## src/hw/rtl/bda_ram.sv

```systemverilog
`timescale 1ns / 1ps
// ----------------------------------------------------------------------------
// bda_ram
// Generic single-write, single-read synchronous RAM with registered read
// data (old data on a same-address read and write).
// ----------------------------------------------------------------------------
module bda_ram #(
    parameter int WIDTH = 8,
    parameter int DEPTH = 256
) (
    input  logic                     i_clk,
    input  logic                     i_we,
    input  logic [$clog2(DEPTH)-1:0] i_waddr,
    input  logic [WIDTH-1:0]         i_wdata,
    input  logic                     i_re,
    input  logic [$clog2(DEPTH)-1:0] i_raddr,
    output logic [WIDTH-1:0]         o_rdata
);

    logic [WIDTH-1:0] r_mem [DEPTH];
    logic [WIDTH-1:0] r_q;

    always_ff @(posedge i_clk) begin
        if (i_we) begin
            r_mem[i_waddr] <= i_wdata;
        end
        if (i_re) begin
            r_q <= r_mem[i_raddr];
        end
    end

    assign o_rdata = r_q;

endmodule

```

## config.mk

```make
export PLATFORM = sky130hd
export DESIGN_NAME = bda_ram
export DESIGN_NICKNAME = d
export VERILOG_FILES = /design/src/hw/rtl/bda_ram.sv
export SDC_FILE = /design/constraint.sdc
export NUM_CORES = 2
export LEC_CHECK = 0
export BUFFER_PORTS_ARGS = -buffer_cell sky130_fd_sc_hd__clkbuf_2
export CORE_MARGIN = 5
export CORE_UTILIZATION = 55
export DETAILED_ROUTE_END_ITERATION = 10
export PLACE_DENSITY = 0.72
export SLEW_MARGIN = 20
export SYNTH_ARGS = -nofsm -noshare
export SYNTH_HDL_FRONTEND = slang
export SYNTH_SLANG_ARGS = --single-unit
```

## constraint.sdc

```tcl
create_clock -name i_clk -period 2.03 [get_ports i_clk]
set_clock_uncertainty 0.05 [all_clocks]
set_input_delay 0.1015 -clock i_clk [delete_from_list [all_inputs] [get_ports i_clk]]
set_output_delay 0.1015 -clock i_clk [all_outputs]
set_load 0.05 [all_outputs]
```

# ---- Word-level counts from Yosys, hierarchy flattened
# Memories as Yosys holds them, arrays and structs flattened. A register that Yosys moved wholly into a read port is not among the register bits.
# Index checks and enable logic that the tools add are counted.
dict set report word_totals {
  regBits 0
  latchBits 0
  ramBits 2048
  romBits 0
  input_bits 27
  wordCells 3
  memories 1
}
dict set report classes {
  add_sub_neg 0
  multipliers 0
  div_mod_pow 0
  n_lt_le_gt_ge 0
  n_eq_ne 0
  n_shift 0
  mux 2
  bitwise 0
  reduce_logical 0
}
# name words width read_ports rd_ports_with_merged_regs write_ports line
set mem_list {}
lappend mem_list {r_mem 256 8 1 1 1 20} ;# logic [WIDTH-1:0] r_mem [DEPTH];
# op n
set ops {}
lappend ops {{$mux 1} 2}

# ---- Logic depth before layout (Yosys ltp)
dict set report depth {
  depth_word 2
  depth_mapped 11
}

# ---- Least setup slack after synthesis
# No wires, ideal clock.
dict set report synth_path {
  path_kind {input port to flip-flop}
  start {in i_raddr[0]}
  end {reg r_q[2], in the netlist o_rdata[2] (read register of r_mem), data pin}
  setup_time_ns 0.269
  arrival_time_ns 1.909
  required_time_ns 1.711
  slack_ns -0.198
  cell_stages 9
  path_cell_list {buf_6 -> buf_12 -> buf_8 -> buf_2 -> mux4_2 -> a22oi_1 -> a21oi_1 -> nor4_1 -> nor4_2}
}
# element line
set synth_rtl {}
lappend synth_rtl {{start: declaration} 16} ;# input logic [$clog2(DEPTH)-1:0] i_raddr,
lappend synth_rtl {{end: declaration} 21} ;# logic [WIDTH-1:0] r_q;

==> flow_metrics.py <==
metrics = {
    "status": {
        "outcome": "complete, but fails checks",
        "violations": "negative setup slack",
    },
    "floorplanning": {
        "placement_rows": 139,
        "design.portCount": 35,
        "initial_utilization": 0.554,
        "die_y_um": 391,
        "fp.dieW_um": 391,
        "design.die.area_um2": 153000,
        "floorplan.core_area_um2": 144000,
    },
    "sta": {
        "finalSetupViolCount": 8,
        "rsz0062_at_grt": "yes",
        "period_needed_ps": 2460,
        "whs_ps": 74.0,
        "fmaxAchievable_ghz": 0.407,
        "relSlewSlack": 0.502,
        "fin_crit_sh": 1.21,
        "drv_slew": 0,
        "tightestPinTransition_ps": 747,
        "timing_hold_violations_final": 0,
        "setup_ws_ps": -427,
    },
    "place": {
        "placement.io_buffers": 34,
        "place_hpwl_mm": 131,
        "gp_congestion": 0.888,
    },
    "drt": {
        "drt_first_iter_violations": 5577,
        "met3_wirelength_mm": 20.9,
        "drt.antenna.violating_nets": 0,
        "route.final.wire_length_mm": 204,
        "vias_post_dr": 42512,
        "wl_met1_mm": 76.5,
        "top_layer_used": "met5",
        "drc": 0,
        "post_drt_via_cell_ratio": 6.48,
        "met2WireLength_mm": 99.8,
        "wl_per_cell_um": 31.1,
        "drt_pre_antenna_iters": 7,
    },
    "yosys": {
        "synthArstFlopShare": 0,
        "netlist_area_um2": 79600,
        "synth.yosys.warnings": 0,
        "synth.lib_cells_used.distinct": 54,
        "postSynth.topFlopCell": "sky130_fd_sc_hd__edfxtp_1",
        "ys_seq_elements": 2056,
        "synth_nets": 3760,
        "netlist_instances": 3733,
        "post_synth.cell_area_avg_um2": 21.3,
        "synth_seq_area_share": 0.775,
        "number_of_synthesized_flops_with_an_enable_pin": 2056,
    },
    "clock_network": {
        "cts_max_level": 4,
        "clock_tree.buffer_depth": 3,
        "cts_post_setup_buffers_inserted": 0,
        "cts_root_buffer": "sky130_fd_sc_hd__clkbuf_16",
        "cts.sinks": 2056,
        "cts_made_buffers": 197,
        "clock_insertion_delay_at_the_later_pin_of_the_skew_report_ps": 850,
        "worst_setup_hold_path_clk_slew_ps": 70,
        "cts_tree": "built",
    },
    "setup_path": {
        "worst_ep_required_time_ps": 2530,
        "worst-path-max-fanout": 1,
        "end_kind": "flop",
        "worstSetupStartpointType": "flop",
        "critical-path-max-stage-delay_ps": 470,
        "crit_path_frequent_cell": "sky130_fd_sc_hd__buf_4",
        "cp.arrival_ps": 2960,
        "path_cells": "mux4_2 -> a22o_1 -> a221oi_2 -> buf_4 -> o32ai_1 -> nor3_1 -> buf_4 -> nor4_2",
        "critPathSlowestCell": "sky130_fd_sc_hd__mux4_2",
        "critPathKind": "reg2reg",
    },
    "power": {
        "finalPower_uw": 88900,
        "vdd.ir_drop.worst_uv": 846,
        "pwr_density_cell_nw_per_um2": 939,
        "p_leak_uw": 0.0309,
    },
    "global_route": {
        "grt_usage": 0.270,
        "grt_pass1_wl_mm": 297,
        "number_of_global_route_vias_before_repair": 42958,
        "largest_net_degree_at_the_start_of_global_routing": 83,
        "antenna_violations_before_repair": 9,
        "overall_overflow_remaining_after_global_route": 0,
    },
    "cells_and_area": {
        "filler_cell_count": 8911,
        "layout_commonest_cell": "sky130_fd_sc_hd__edfxtp_1",
        "final_cell_mix": "sky130_fd_sc_hd__edfxtp_1 (2056), sky130_fd_sc_hd__buf_4 (656), sky130_fd_sc_hd__mux4_2 (455), sky130_fd_sc_hd__nor2_1 (276), sky130_fd_sc_hd__clkbuf_16 (198)",
        "drive_gt1_frac": 0.341,
        "nNetsFinal": 4518,
        "layout-area-overhead-vs-synth_pct": 19.0,
    },
    "worst_hold_path": {
        "hp-class": "in2reg",
    },
    "flow_run": {
        "maxCapViolations": 0,
    },
}
[flip-flops by register name, summed over array words and instances, names as in the netlist]
signal,flops
r_mem,2048
o_rdata,8
[metal layers]
metal	vias to the layer above	GRT usage
met5	-	0
met4	4	0.0876
met3	404	0.0610
met2	2663	0.433
met1	22215	0.375
li1	17226	-
[timing repair]
item                                   4_1_cts  5_1_grt
resized for setup                           64       20
endpoints found under the hold margin     1185        0
setup endpoints to repair                    9       10
pin swaps                                   22       15
hold buffers                                13        0
[metrics by stage]
step	cells	utilization	setup TNS [ps]	worst slack [ps]	cell area [um2]
global route	6557	0.659	-3070	-472	94700
CTS	6558	0.658	-2700	-397	94700
finish	6561	0.659	-2680	-427	94700
global placement	6185	0.609	-11100	-1620	87600
detailed placement	6186	0.610	-9610	-1660	87700
floorplan	3733	-	-543	-78.9	79900
[power by group]
group | switching, uW | internal (uW)
Clock | 15900 | 21000
Combinational | 3060 | 2120
Sequential | 93.2 | 46800
Total | 19100 | 69900
[critical path, delay by kind of cell (launching register included)]
kind,cells,cell delay (ps)
DFF,1,370
AOI/OAI and AO/OA,3,570
muxes,1,470
buffers and inverters,2,400
and+or+nand+nor,2,340
[cell type report]
type                            instances  area (um2)  area share
Sequential cell                      2056       61700       0.652
Multi-Input combinational cell       1442       17000       0.179
Timing Repair Buffer                  792        7130      0.0752
Clock buffer                          239        5110      0.0539
Tap cell                             1903        2380      0.0251
Clock inverter                        123        1390      0.0147
Antenna cell                            4        10.0    0.000106
Inverter                                2        7.51   0.0000792
[kinds of logic after synthesis]
group,Yosys count,synth area share
simple gates,466,0.0263
flops,2056,0.775
compound gates,385,0.0342
mux,591,0.146
buf+inv,235,0.0183
[synth_stat cells, types with 24 or more instances]
master | number | area (um2)
sky130_fd_sc_hd__clkbuf_1 | 111 | 417
sky130_fd_sc_hd__edfxtp_1 | 2056 | 61700
sky130_fd_sc_hd__a21oi_1 | 96 | 480
sky130_fd_sc_hd__nor2b_1 | 31 | 194
sky130_fd_sc_hd__o22ai_1 | 28 | 175
sky130_fd_sc_hd__buf_2 | 31 | 155
sky130_fd_sc_hd__a22oi_1 | 133 | 998
sky130_fd_sc_hd__nor4_1 | 24 | 150
sky130_fd_sc_hd__nor2_1 | 282 | 1060
sky130_fd_sc_hd__buf_4 | 27 | 203
sky130_fd_sc_hd__mux4_2 | 454 | 10200
sky130_fd_sc_hd__nand2_1 | 33 | 124
sky130_fd_sc_hd__o221ai_1 | 46 | 403
sky130_fd_sc_hd__mux2i_1 | 134 | 1340
sky130_fd_sc_hd__nand3_1 | 34 | 170
[worst paths after layout]
kind                            cells after the start                 endpoint  slack, ps               startpoint
worst max-delay path                                8     o_rdata[5]$_DFFE_PP_       -430  r_mem[211][5]$_DFFE_PP_
worst min-delay path                                3  r_mem[236][7]$_DFFE_PP_         70               i_waddr[7]
worst max register to register                      8     o_rdata[5]$_DFFE_PP_       -430  r_mem[211][5]$_DFFE_PP_
worst min register to register                      7     o_rdata[5]$_DFFE_PP_       1210   r_mem[33][5]$_DFFE_PP_
Power figures use the tool's default switching activity.
