<file path="config.mk">
export PLATFORM = sky130hd
export DESIGN_NAME = bda_mulmod
export DESIGN_NICKNAME = d
export VERILOG_FILES = /design/src/hw/rtl/bda_pkg.sv /design/src/hw/rtl/bda_mulmod.sv
export SDC_FILE = /design/constraint.sdc
export NUM_CORES = 2
export LEC_CHECK = 0
export BUFFER_PORTS_ARGS = -buffer_cell sky130_fd_sc_hd__buf_2
export CAP_MARGIN = 10
export CORE_UTILIZATION = 40
export DETAILED_ROUTE_END_ITERATION = 8
export GPL_TIMING_DRIVEN = 0
export PLACE_DENSITY = 0.67
export SKIP_LAST_GASP = 1
export SLEW_MARGIN = 15
export SYNTH_ARGS = -nofsm -noshare
export SYNTH_HDL_FRONTEND = slang
export SYNTH_SLANG_ARGS = --single-unit
</file>
<file path="constraint.sdc">
create_clock -name i_clk -period 15.8 [get_ports i_clk]
set_input_delay 3.16 -clock i_clk [delete_from_list [all_inputs] [get_ports i_clk]]
set_output_delay 3.16 -clock i_clk [all_outputs]
set_load 0.03 [all_outputs]
</file>
<file path="src/hw/rtl/bda_pkg.sv">
`timescale 1ns / 1ps
// ----------------------------------------------------------------------------
// bda_pkg
// Shared widths, register indexes, reset values, state codes and multiplier
// request/response types for the bidirectional anchor finder.
// ----------------------------------------------------------------------------
package bda_pkg;

    localparam int SYM_W      = 8;
    localparam int POS_W      = 40;
    localparam int KMER_W     = 8;
    localparam int WIN_W      = 9;
    localparam int FP_W       = 61;
    localparam int CFG_IDX_W  = 3;
    localparam int CFG_DATA_W = 61;

    localparam logic [FP_W-1:0] PRIME61 = {FP_W{1'b1}};

    localparam logic [CFG_IDX_W-1:0] REG_KMER_LENGTH     = 3'd0;
    localparam logic [CFG_IDX_W-1:0] REG_WINDOW_LENGTH   = 3'd1;
    localparam logic [CFG_IDX_W-1:0] REG_POSITION_OFFSET = 3'd2;
    localparam logic [CFG_IDX_W-1:0] REG_HASH_BASE       = 3'd3;
    localparam logic [CFG_IDX_W-1:0] REG_LEADING_POWER   = 3'd4;

    localparam logic [KMER_W-1:0] RST_KMER_LENGTH     = 8'd4;
    localparam logic [WIN_W-1:0]  RST_WINDOW_LENGTH   = 9'd16;
    localparam logic [POS_W-1:0]  RST_POSITION_OFFSET = '0;
    localparam logic [FP_W-1:0]   RST_HASH_BASE       = 61'd256;
    localparam logic [FP_W-1:0]   RST_LEADING_POWER   = 61'd4294967296;

    typedef enum logic [4:0] {
        S_IDLE,
        S_LOAD,
        S_MUL1,
        S_MUL2_GO,
        S_MUL2,
        S_RING,
        S_FRONT_RD,
        S_FRONT_CHK,
        S_BACK_RD,
        S_BACK_FP,
        S_BACK_CHK,
        S_PUSH,
        S_MIN_RD,
        S_MIN_FP,
        S_MIN_SET,
        S_TIE_RD,
        S_TIE_FP,
        S_TIE_CHK,
        S_ROT_A,
        S_ROT_B,
        S_ROT_CMP,
        S_EMIT
    } t_state;

    typedef struct packed {
        logic            start;
        logic [FP_W-1:0] a;
        logic [FP_W-1:0] b;
    } t_mul_req;

    typedef struct packed {
        logic            done;
        logic [FP_W-1:0] prod;
    } t_mul_rsp;

endpackage

</file>
<file path="src/hw/rtl/bda_mulmod.sv">
`timescale 1ns / 1ps
// ----------------------------------------------------------------------------
// bda_mulmod
// Multicycle product modulo 2^61-1: four 32x32 partial products, one fold,
// one final reduction; the result and the done pulse are registered together at the end.
// ----------------------------------------------------------------------------
module bda_mulmod (
    input  logic              i_clk,
    input  logic              i_rst_n,
    input  bda_pkg::t_mul_req i_req,
    output bda_pkg::t_mul_rsp o_rsp
);

    localparam int FW   = bda_pkg::FP_W;
    localparam int HW   = 32;
    localparam int PW   = 2 * HW;
    localparam int AW   = 2 * FW;
    localparam logic [2:0] STEP_LAST_PP = 3'd3;
    localparam logic [2:0] STEP_FOLD    = 3'd4;
    localparam logic [2:0] STEP_FINAL   = 3'd5;

    logic          r_busy;
    logic [2:0]    r_step;
    logic          r_done;
    logic [FW-1:0] r_a;
    logic [FW-1:0] r_b;
    logic [AW-1:0] r_acc;
    logic [FW:0]   r_s;
    logic [FW-1:0] r_prod;

    logic [HW-1:0] op_a;
    logic [HW-1:0] op_b;
    logic [PW-1:0] pp;
    logic [AW-1:0] addend;
    logic [FW:0]   fin;
    logic [FW:0]   fin_red;

    always_comb begin
        op_a = r_step[1] ? HW'(r_a[FW-1:HW]) : r_a[HW-1:0];
        op_b = r_step[0] ? HW'(r_b[FW-1:HW]) : r_b[HW-1:0];
        pp   = op_a * op_b;
        if (r_step == STEP_LAST_PP) begin
            addend = AW'(pp) << PW;
        end else if (r_step[0] ^ r_step[1]) begin
            addend = AW'(pp) << HW;
        end else begin
            addend = AW'(pp);
        end
        fin     = {1'b0, r_s[FW-1:0]} + (FW+1)'(r_s[FW]);
        fin_red = (fin >= {1'b0, bda_pkg::PRIME61}) ? fin - {1'b0, bda_pkg::PRIME61} : fin;
    end

    always_ff @(posedge i_clk) begin
        if (!i_rst_n) begin
            r_busy <= 1'b0;
            r_step <= '0;
            r_done <= 1'b0;
        end else begin
            r_done <= 1'b0;
            if (i_req.start && !r_busy) begin
                r_busy <= 1'b1;
                r_step <= '0;
            end else if (r_busy) begin
                if (r_step == STEP_FINAL) begin
                    r_busy <= 1'b0;
                    r_done <= 1'b1;
                end
                r_step <= r_step + 3'd1;
            end
        end
    end

    always_ff @(posedge i_clk) begin
        if (i_req.start && !r_busy) begin
            r_a   <= i_req.a;
            r_b   <= i_req.b;
            r_acc <= '0;
        end else if (r_busy) begin
            if (r_step <= STEP_LAST_PP) begin
                r_acc <= r_acc + addend;
            end else if (r_step == STEP_FOLD) begin
                r_s <= {1'b0, r_acc[FW-1:0]} + {1'b0, r_acc[AW-1:FW]};
            end else begin
                r_prod <= fin_red[FW-1:0];
            end
        end
    end

    assign o_rsp.done = r_done;
    assign o_rsp.prod = r_prod;

endmodule

</file>
Word-level counts from Yosys, hierarchy flattened
Cells that the tools add are included.
W data, S select, Z words.
- $mul: 1
- $lt $le $gt $ge: 2
- add/subtract/negate cells: 5
- bitwise gates (word level): 6
- reduce and logical (&&, ||, !) cells: 7
- mux-type cells: 9
- eq/ne operators: 3
- operators by type and width (cell ; count):
    $add A122 B122 Y122 ; 1
    $mux W122 ; 1
    $mux W96 ; 1
    $mul A32 B32 Y64 ; 1
    $mux W32 ; 2
    $add A61 B1 Y62 ; 1
    $add A61 B61 Y62 ; 1
    $ge A62 B61 Y1 const B ; 1
    $mux W61 ; 1
    $sub A61 B61 Y61 const B ; 1
    $reduce_and A4 Y1 ; 2
    $eq A3 B3 Y1 const B ; 2
    $not A1 Y1 ; 5
    $mux W1 ; 4
    $add A3 B1 Y3 const B ; 1
    $eq A3 B2 Y1 const B ; 1
    $le A3 B2 Y1 const B ; 1
    $reduce_or A3 Y1 ; 1
    $reduce_and A2 Y1 ; 1
    $reduce_or A2 Y1 ; 1
    $logic_and A1 B1 Y1 ; 1
    $logic_not A1 Y1 ; 1
    $xor A1 B1 Y1 ; 1
- word-level logic and storage cells: 41
- input bits: 125
- register bits after elaboration: 372
- output and inout bits: 62

Depth between registers and ports, before layout
- depth in word-level cells: 5
- depth in mapped cells: 50
- depth with buffers taken out: 44

Worst setup path before layout
OpenSTA, ideal clock, no wires.
- path type: register -> register
- from: reg r_step[1]
- to: reg r_acc[117]
- path slack: 4220 ps
- arrival: 11458 ps
- stages on the path, launching flop included: 45
- path buffers: 6
- clock period less this slack: 11580 ps
- data required time: 15678 ps
- library setup time: 122 ps
- cell sequence: dfxtp_1 clkbuf_1 buf_1 clkbuf_1 mux2i_1 clkbuf_1 nor2_1 fa_1 fa_1 inv_1 fa_1 fa_1 inv_1 fa_1 fa_1 fa_1 inv_1 fa_1 [9 not listed] nor2_1 o41ai_1 a21oi_1 or3_1 nand3_1 ha_1 clkbuf_1 a21o_1 a31oi_1 a21boi_0 a31oi_1 a311oi_1 o311a_1 o2111ai_1 and2_1 or3b_1 o41ai_1 a311o_1
- word-level cells in the longest chain between the ends: 5
- elaborated cells between the ends (all ways): 9
- those cells by class: add/sub (1); mul (1); order compare (1); eq/ne (1); mux (3); bitwise (1); reduce/logical (1)
- RTL lines (what ; line ; RTL):
    from (decl) ; bda_mulmod.sv:23 ; logic [2:0] r_step;
    from (signal assigned) ; bda_mulmod.sv:68 ; r_step <= r_step + 3'd1;
    $mux W32 ; bda_mulmod.sv:39 ; op_a = r_step[1] ? HW'(r_a[FW-1:HW]) : r_a[HW-1:0];
    $mul A32 B32 Y64 ; bda_mulmod.sv:41 ; pp = op_a * op_b;
    $mux W96 ; bda_mulmod.sv:44 ; end else if (r_step[0] ^ r_step[1]) begin
    $mux W122 ; bda_mulmod.sv:42 ; if (r_step == STEP_LAST_PP) begin
    $add A122 B122 Y122 ; bda_mulmod.sv:80 ; r_acc <= r_acc + addend;
    to (signal assigned) ; bda_mulmod.sv:80 ;
    to (decl) ; bda_mulmod.sv:27 ; logic [AW-1:0] r_acc;
Several ways; a longest one is shown, not always the timed one.
A chain may end at the register's enable or synchronous reset.

Worst setup path in the final report
- from: reg r_step[0]
- to: reg r_acc[121]
- word-level cells in the longest chain between the ends: 5
- elaborated cells between the ends (all ways): 9
- those cells by class: add/sub (1); mul (1); order compare (1); eq/ne (1); mux (3); bitwise (1); reduce/logical (1)
- RTL lines (what ; line ; RTL):
    $mux W32 ; bda_mulmod.sv:40 ; op_b = r_step[0] ? HW'(r_b[FW-1:HW]) : r_b[HW-1:0];
    $mul A32 B32 Y64 ; bda_mulmod.sv:41 ;
    $mux W96 ; bda_mulmod.sv:44 ;
    $mux W122 ; bda_mulmod.sv:42 ;
    $add A122 B122 Y122 ; bda_mulmod.sv:80 ;
Several ways; a longest one is shown, not always the timed one.

==> summary.md <==
| Metric | Value |
|---|---|
| Status | finished clean |
| Vias per inst | roughly 5.7 |
| Ranking of synthesized cells by area | fa_1 (31%), edfxtp_1 (13%), ha_1 (9.6%) |
| Starting DRT DRC Count | 5079 |
| Hold_ws | 0.488 ns |
| First-pass GRT wire length | 337 mm |
| Max-cap check violation count | 0 |
| Clk_lat worst skew | 0.66 ns |
| Share of the synthesized area in the top cell type | between 30% and 40% |
| P&R area growth vs syn | 9.58% |
| Die Y | between 300 and 400 µm |
| # fillers | 14400 |
| Total GRT Usage | approximately a third |
| RSZ-0062 raised after global routing | no |
| DRC violations left | 0 |
| Critical Path Fanout Max | 10 |
| Final Max Slew Viols | 0 |
| RD Place Congestion | roughly 1.1 |
| Fin util | 44.2% |
| Cell taking the most area after synthesis | fa_1 |
| Register area | 9900 µm² |
| Ys async rst share | 0% |
| CP peak stage delay | 0.74 ns |
| Row cnt | 140 |
| Initial core utilization | 40.3% |
| Final setup viols | 0 |
| Main synth FF type | edfxtp_1 |
| Final nets | 8480 |
| Die W | 385 µm |
| Sinks on Clock Net | 372 |
| # IOs | between 150 and 200 |
| Cell variety after synth | 79 |
| Slew HR | roughly 11% |
| Final HPWL DP | between 150 and 200 mm |
| Antenna violations before repair | 11 |
| Critical Path Slowest Stage Cell | mux2i_1 |
| Worst Setup End Kind | flip-flop |
| First-pass iteration count of the detailed router | 6 |
| Syn Std Cell Area | 58800 µm² |
| Cts hold-fix bufs | 0 |
| Die area | approximately 150000 µm² |
| Layout cell share with drive strength beyond 1 | roughly 6.7% |
| Final worst-path cycle share | 97.8% |
| CTS buffer count | 47 |
| Critical path class | flip-flop to flip-flop |
| Syn. warnings | 0 |
| Htree depth | 2 |
| Yosys reg bits | between 300 and 400 |
| Congestion Overflow GR | 0 |
| EDFF count, synth | 245 |
| CTS tree | yes |
| Bufs on Longest Clock Path | 3 |
| CP most frequent cell | fa_1 |
| Crit path time final | 15.45 ns |
| Fmax | 64.7 MHz |
| Buffers added on ports | 186 |
| Hold WC Path Type | flip-flop to flip-flop |
| Synthesized instance count | 6744 |
| Post-Syn Nets | 8219 |
| Worst slew pin tran | between 1 and 1.5 ns |
| Critical Path RT | 16.31 ns |
| Average wire per standard cell | 26.1 µm |
| Seq/Total Area, Yosys | around 17% |
| Multi-input gate area | 44200 µm² |
| Root Driver | clkbuf_16 |
| Largest net degree at the start of global routing | 62 |
| Routed Wire Length | 234 mm |
| Via Count | between 50000 and 60000 |
| CP startpoint kind | flip-flop |
| Antenna Violating Nets Remaining | 0 |
| Mean Syn Cell Area | 8.71 µm² |
| Worst Skew | 0.0353 ns |
| Critical path arrival | 15.96 ns |
| Hold Violations, Final | 0 |
| Clock transition at path regs | 0.06 ns |
| Core Region | 146000 µm² |
| Vias in the first global route | 50700 |
## through the flow
| step | instances | setup TNS (ns) | area (µm²) | setup slack (ns) |
|---|---|---|---|---|
| 6_report | 8964 | 0 | 64400 | 0.349 |
| 3_3_place_gp | 8847 | -87.11 | 62100 | -2.09 |
| 4_1_cts | 8954 | 0 | 64200 | 0.0152 |
| 2_1_floorplan | 6744 | 0 | 58800 | 4.22 |
| 3_5_place_dp | 8866 | -1.00 | 62600 | -0.450 |
| 5_1_grt | 8961 | 0 | 64400 | 0.0165 |
## area by class of cell
cell class	count	share of cell area, %
Multi-Input combinational cell	5054	68.6
Tap cell	1917	3.72
Sequential cell	372	15.4
Inverter	1011	5.89
Antenna cell	3	0.0117
Timing Repair Buffer	212	1.99
Clock inverter	34	0.602
Buffer	307	1.93
Clock buffer	54	1.87
## logic make-up (layout without fill, tap and decap cells)
group	after synthesis	after routing	share of synthesized area [%]
AOI/OAI and AO/OA	1073	1073	11.4
xor gates and xnor gates	288	288	4.29
adders and majority gates	1350	1350	40.2
buffers and inverters	1318	1618	8.46
DFF	372	372	16.8
muxes	136	136	2.44
other	0	3	0
and+or+nand+nor	2207	2207	16.3
## sequential cells by signal, summed over array words and instances, names as in the netlist
signal  count
r_done      1
r_prod     61
r_b        61
r_s        62
r_busy      1
r_acc     122
r_a        61
r_step      3
## synthesized netlist by cell type, drive strengths merged (18+ instances only)
cell and count:
edfxtp 245, ha 452, o21a 35, buf 32
nor2 812, mux2 60, fa 898, or3 22
nor3 53, dfxtp 127, and3 46, nand2b 29
o21ai 246, a21oi 356, nand4 98, mux2i 76
a21o 143, inv 1009, nand3 121, o21bai 56
and2 76, xor2 122, a31oi 39, clkbuf 275
nor2b 35, a211oi 19, nor4 18, a22o 25
nand2 841, xnor2 166, o211ai 21
## repair_timing
action / in CTS / in global routing
gates resized for setup: 14 / 76
setup endpoints to repair: 13 / 28
buffers inserted: 0 / 7
cloned: 0 / 0
## metal layers
| layer | share of wire [%] | global-route usage, % | wire [µm] |
|---|---|---|---|
| met5 | 0.013 | 0 | 30 |
| met4 | 5.8 | 15.9 | 13600 |
| met1 | 42 | 43.4 | 97300 |
| met3 | 11 | 8.02 | 26200 |
| met2 | 41 | 45.2 | 97200 |
## critical path, delay by kind of cell, from the launching register on
family	cells	cell delay [ns]
flops	1	0.35
xor+xnor	1	0.34
mux	1	0.74
compound gates	15	4.75
buf+inv	11	2.45
fa+ha+maj	10	4.68
simple gates	8	1.94
## final timing paths
kind / startpoint / cells after the start / slack (ns) / endpoint
setup / recovery: r_step[0] / 46 / 0.35 / r_acc[121]
hold reg to reg: r_acc[43] / 2 / 0.49 / r_acc[43]
setup reg to reg: r_step[0] / 46 / 0.35 / r_acc[121]
hold / removal: r_acc[43] / 2 / 0.49 / r_acc[43]
## cell usage in the layout, fill, tap and decap left out, types with 38 or more instances in the layout
cell type | synthesis | routed
fa_1 | 898 | 898
edfxtp_1 | 245 | 245
buf_2 | 5 | 197
o21bai_1 | 56 | 56
nand3_1 | 121 | 121
dfxtp_1 | 127 | 127
mux2_2 | 60 | 60
inv_1 | 1008 | 1008
a21oi_1 | 356 | 356
nor3_1 | 53 | 52
o21ai_0 | 246 | 245
nand2_1 | 841 | 841
and3_1 | 46 | 45
nor2_1 | 812 | 812
clkbuf_1 | 275 | 247
nand4_1 | 97 | 97
xnor2_1 | 166 | 166
clkbuf_16 | 0 | 47
ha_1 | 452 | 452
and2_1 | 76 | 76
xor2_1 | 122 | 122
a31oi_1 | 39 | 38
a21o_1 | 143 | 143
Power is left out: the tool's default activity adds up to more than one toggle a clock period on the data nets, which glitch-free logic cannot reach.
